**config.mk**
```make
export PLATFORM = sky130hd
export DESIGN_NAME = bf7_ram
export DESIGN_NICKNAME = d
export VERILOG_FILES = /design/src/hdl/bf7_ram.sv
export SDC_FILE = /design/constraint.sdc
export NUM_CORES = 2
export LEC_CHECK = 0
export BUFFER_PORTS_ARGS = -buffer_cell sky130_fd_sc_hd__buf_2
export CAP_MARGIN = 20
export CORE_AREA = 2 2 746 748
export DETAILED_ROUTE_END_ITERATION = 8
export DIE_AREA = 0 0 748 750
export SYNTH_ARGS = -nofsm -noshare
export SYNTH_HDL_FRONTEND = slang
export SYNTH_SLANG_ARGS = --single-unit
export TNS_END_PERCENT = 10
```
**constraint.sdc**
```tcl
create_clock -name clock -period 3.1 [get_ports clock]
set_input_delay 0.62 -clock clock [delete_from_list [all_inputs] [get_ports clock]]
set_output_delay 0.62 -clock clock [all_outputs]
set_load 0.005 [all_outputs]
```
**src/hdl/bf7_ram.sv**
```systemverilog
`default_nettype none
// ----------------------------------------------------------------------------
// bf7_ram
// Generic simple dual-port RAM, one write and one registered read port.
// ----------------------------------------------------------------------------
module bf7_ram #(
   parameter int unsigned WIDTH = 8,
   parameter int unsigned DEPTH = 512
) (
   input  wire logic                     clock,
   input  wire logic                     wr_en,
   input  wire logic [$clog2(DEPTH)-1:0] wr_addr,
   input  wire logic [WIDTH-1:0]         wr_data,
   input  wire logic                     rd_en,
   input  wire logic [$clog2(DEPTH)-1:0] rd_addr,
   output logic      [WIDTH-1:0]         rd_data
);

   logic [WIDTH-1:0] mem [DEPTH];

   always_ff @(posedge clock) begin
      if (wr_en) begin
         mem[wr_addr] <= wr_data;
      end
      if (rd_en) begin
         rd_data <= mem[rd_addr];
      end
   end

endmodule
`default_nettype wire

```
==> impl_metrics.env <==
export IMPL_worstPathArrival_ns=4.00
export IMPL_fmax_mhz=318
export IMPL_worst_pin_slew_ns=0.891
export IMPL_routed_via_density=5.05
export IMPL_hp_class="primary input to register"
export IMPL_ant_nets=0
export IMPL_finalMaxSlewViolations=0
export IMPL_cts_sinks=4104
export IMPL_start_util_pct=28.9
export IMPL_slowest_delay_ns=0.56
export IMPL_dieArea_sq_mm=0.561
export IMPL_synth_edff_count=4104
export IMPL_firstDrtPassIters=6
export IMPL_grt_pass1_vias=86400
export IMPL_rr_worst_depth=9
export IMPL_synth_area_top_cells="edfxtp_1, mux4_2, mux2i_1"
export IMPL_cts_max_level=5
export IMPL_outcome="complete, but fails checks"
export IMPL_synth_top_cell_area_share_pct=77.0
export IMPL_yosys_area_top_type="edfxtp_1"
export IMPL_crit_slowest_cell="nor4_2"
export IMPL_io_buffer_count=36
export IMPL_drive_gt1_share_pct=27.5
export IMPL_grt_pass1_wl_mm=622
export IMPL_crit_required_ns=3.95
export IMPL_cts_tree="yes"
export IMPL_fin_crit_sh_pct=101
export IMPL_die_width_um=748
export IMPL_crit_family="simple AND/OR/NAND/NOR gates"
export IMPL_post_route_drc_count=0
export IMPL_cp_cell_sequence="buf_12, buf_12, buf_12, buf_4, mux2i_1, o221ai_1, a21oi_1, nor4_2, buf_4, nand4_1, nor4_2, buf_4, o2111a_1"
export IMPL_clock_skew_final_ns=0.0826
export IMPL_drv_cap=0
export IMPL_fp_coreArea_sq_mm=0.554
export IMPL_clock_path_buffers=4
export IMPL_hold_depth=1
export IMPL_synthArstFlopShare_pct=0
export IMPL_setup_tns_ns=-0.0432
export IMPL_ir_worst_vdd_mv=0.465
export IMPL_path_buf_inv=6
export IMPL_netlist_area_sq_mm=0.160
export IMPL_antenna_found_initial=27
export IMPL_clkTransAtPathRegs_ns=0.06
export IMPL_rr_endpoint="rd_data[4]$_DFFE_PP_"
export IMPL_syn_avg_cell_area_sq_um=19.9
export IMPL_synthFlopType="edfxtp_1"
export IMPL_regToRegSetupSlack_ns=0.04
export IMPL_power_density_mw_per_mm2=602
export IMPL_grt_max_degree=125
export IMPL_utilization_pct=34.7
export IMPL_ys_seq_area_share_pct=77.0
export IMPL_slew_headroom_pct=40.4
export IMPL_reg2reg_from="mem[58][4]$_DFFE_PP_"
export IMPL_wl_per_cell_um=25.8
export IMPL_gp_congestion=0.903
export IMPL_dp_worst_setup_slack_ns=-1.20
export IMPL_finalHoldViolations=0
export IMPL_yosys_warnings=0
export IMPL_root_buffer="clkbuf_16"
export IMPL_clock_latency_ns=0.99
export IMPL_min_from="wr_data[3]"
export IMPL_leakage_nw=62.3
export IMPL_end_kind="register"
export IMPL_rsz0062_at_grt="false"
export IMPL_stdcell_count=16900
export IMPL_ys_ff_latch=4104
export IMPL_wl_mm=437
export IMPL_gr_total_overflow=0
export IMPL_synth_cell_types=50
export IMPL_placedCellCount=16200
export IMPL_row_count=274
export IMPL_cp_max_fo=19
export IMPL_criticalPathCategory="primary input to register"
export IMPL_areaGrowthSynthToFinish_pct=20.0
export IMPL_num_nets_final=9332
export IMPL_fin_crit_ns=3.14
export IMPL_cts_inserted_buffers=392
export IMPL_violations="setup timing"
export IMPL_whs_endpoint="mem[187][3]$_DFFE_PP_"
export IMPL_setup_slack_ns=-0.0432
export IMPL_dpl_hpwl_mm=287
export IMPL_vias=85600
export IMPL_io_pins=37
export IMPL_syn_instance_count=8030
export IMPL_synth_nets=8059
export IMPL_drt_iter0_markers=10300
export IMPL_die_y_um=750
export IMPL_grt_usage_pct=15.0
export IMPL_holdWs_ns=0.0911
export IMPL_setup_violations_final=1
export IMPL_crit_path_start_kind="primary input"
export IMPL_critPathLaunch="rd_addr[0]"
synth_stat cells (20+ instances only):
cell type,n
buf_6,64
and2_1,20
o22ai_1,163
a22oi_1,61
buf_1,41
buf_4,70
nand4_1,32
o21ai_0,118
mux4_2,654
edfxtp_1,4104
buf_2,57
a21oi_1,194
nand3_1,36
nor3_1,109
clkbuf_1,265
o221ai_1,371
nand2_1,111
mux2i_1,797
nor4_1,36
nor2_1,597
state kept, by name, summed over array words and instances (netlist names):
signal   cells
rd_data      8
mem       4096
power by group:
| part | internal, mW | switching, mW |
|---|---|---|
| combinational | 2.47 | 4.07 |
| sequential | 61.1 | 0.0286 |
| clock | 27.3 | 20.7 |
per-stage QoR:
step / instance area, sq um / total power [mW]
after floorplan: 160000 / 65.2
after global placement: 179000 / 68.7
after detailed placement: 179000 / 68.9
after CTS: 192000 / 116
after global routing: 192000 / 119
final: 192000 / 116
worst max-delay path by stage:
stage / to / slack, ns / cells past startpoint
detailed placement: rd_data[4]$_DFFE_PP_ / -1.20 / 13
floorplan: rd_data[0]$_DFFE_PP_ / 0.37 / 10
global route: rd_data[5]$_DFFE_PP_ / 0.005 / 12
CTS: rd_data[4]$_DFFE_PP_ / 0.02 / 9
finish: rd_data[4]$_DFFE_PP_ / -0.04 / 13
global placement: rd_data[4]$_DFFE_PP_ / -1.19 / 13
layout by cell type, fill, tap and decap left out, types with 13 or more instances in the layout:
cell | Yosys | routed
buf_2 | 57 | 24
o31ai_1 | 13 | 13
edfxtp_1 | 4104 | 4104
nor2_1 | 597 | 596
o22ai_1 | 163 | 163
bufinv_16 | 0 | 45
nand3_1 | 36 | 32
o221ai_1 | 371 | 371
clkinvlp_4 | 0 | 28
mux2i_1 | 797 | 797
buf_4 | 70 | 1169
buf_12 | 5 | 188
a211oi_1 | 17 | 17
a21oi_1 | 194 | 194
nand2_1 | 111 | 98
nand4_1 | 32 | 32
clkinv_1 | 0 | 79
o21ai_0 | 118 | 118
nor4_1 | 36 | 33
clkinv_2 | 0 | 69
a22oi_1 | 61 | 61
nor3_1 | 109 | 107
and2_1 | 20 | 20
mux4_2 | 654 | 654
clkbuf_16 | 0 | 397
clkbuf_1 | 265 | 66
layout make-up:
type / instances / area [sq um]
fill: 51200 / 362000
multi-input combinational: 3410 / 34000
sequential: 4104 / 123000
timing repair buffer: 1392 / 12800
clock buffer: 463 / 10200
antenna: 6 / 15.0
inverter: 3 / 18.8
tap: 7314 / 9150
clock inverter: 248 / 2600
per-layer routing:
metal | track usage (%) | wire [um]
met5 | 0 | 47
met4 | 4.64 | 14800
met3 | 2.56 | 34300
met2 | 25.2 | 212000
met1 | 19.9 | 176000
repair_timing:
item                                    in CTS  in global routing
hold buffers                                 0                  0
buffers inserted                             0                  0
gates resized for setup                      1                  2
endpoints found under the setup margin       1                  2
cell families after synthesis:
kind of cell | synth area share, %
DFF | 77.0
muxes | 14.2
and+or+nand+nor | 2.63
AOI/OAI and AO/OA | 4.31
buffers and inverters | 1.85
Note: power is estimated with default switching activity, not from simulation.
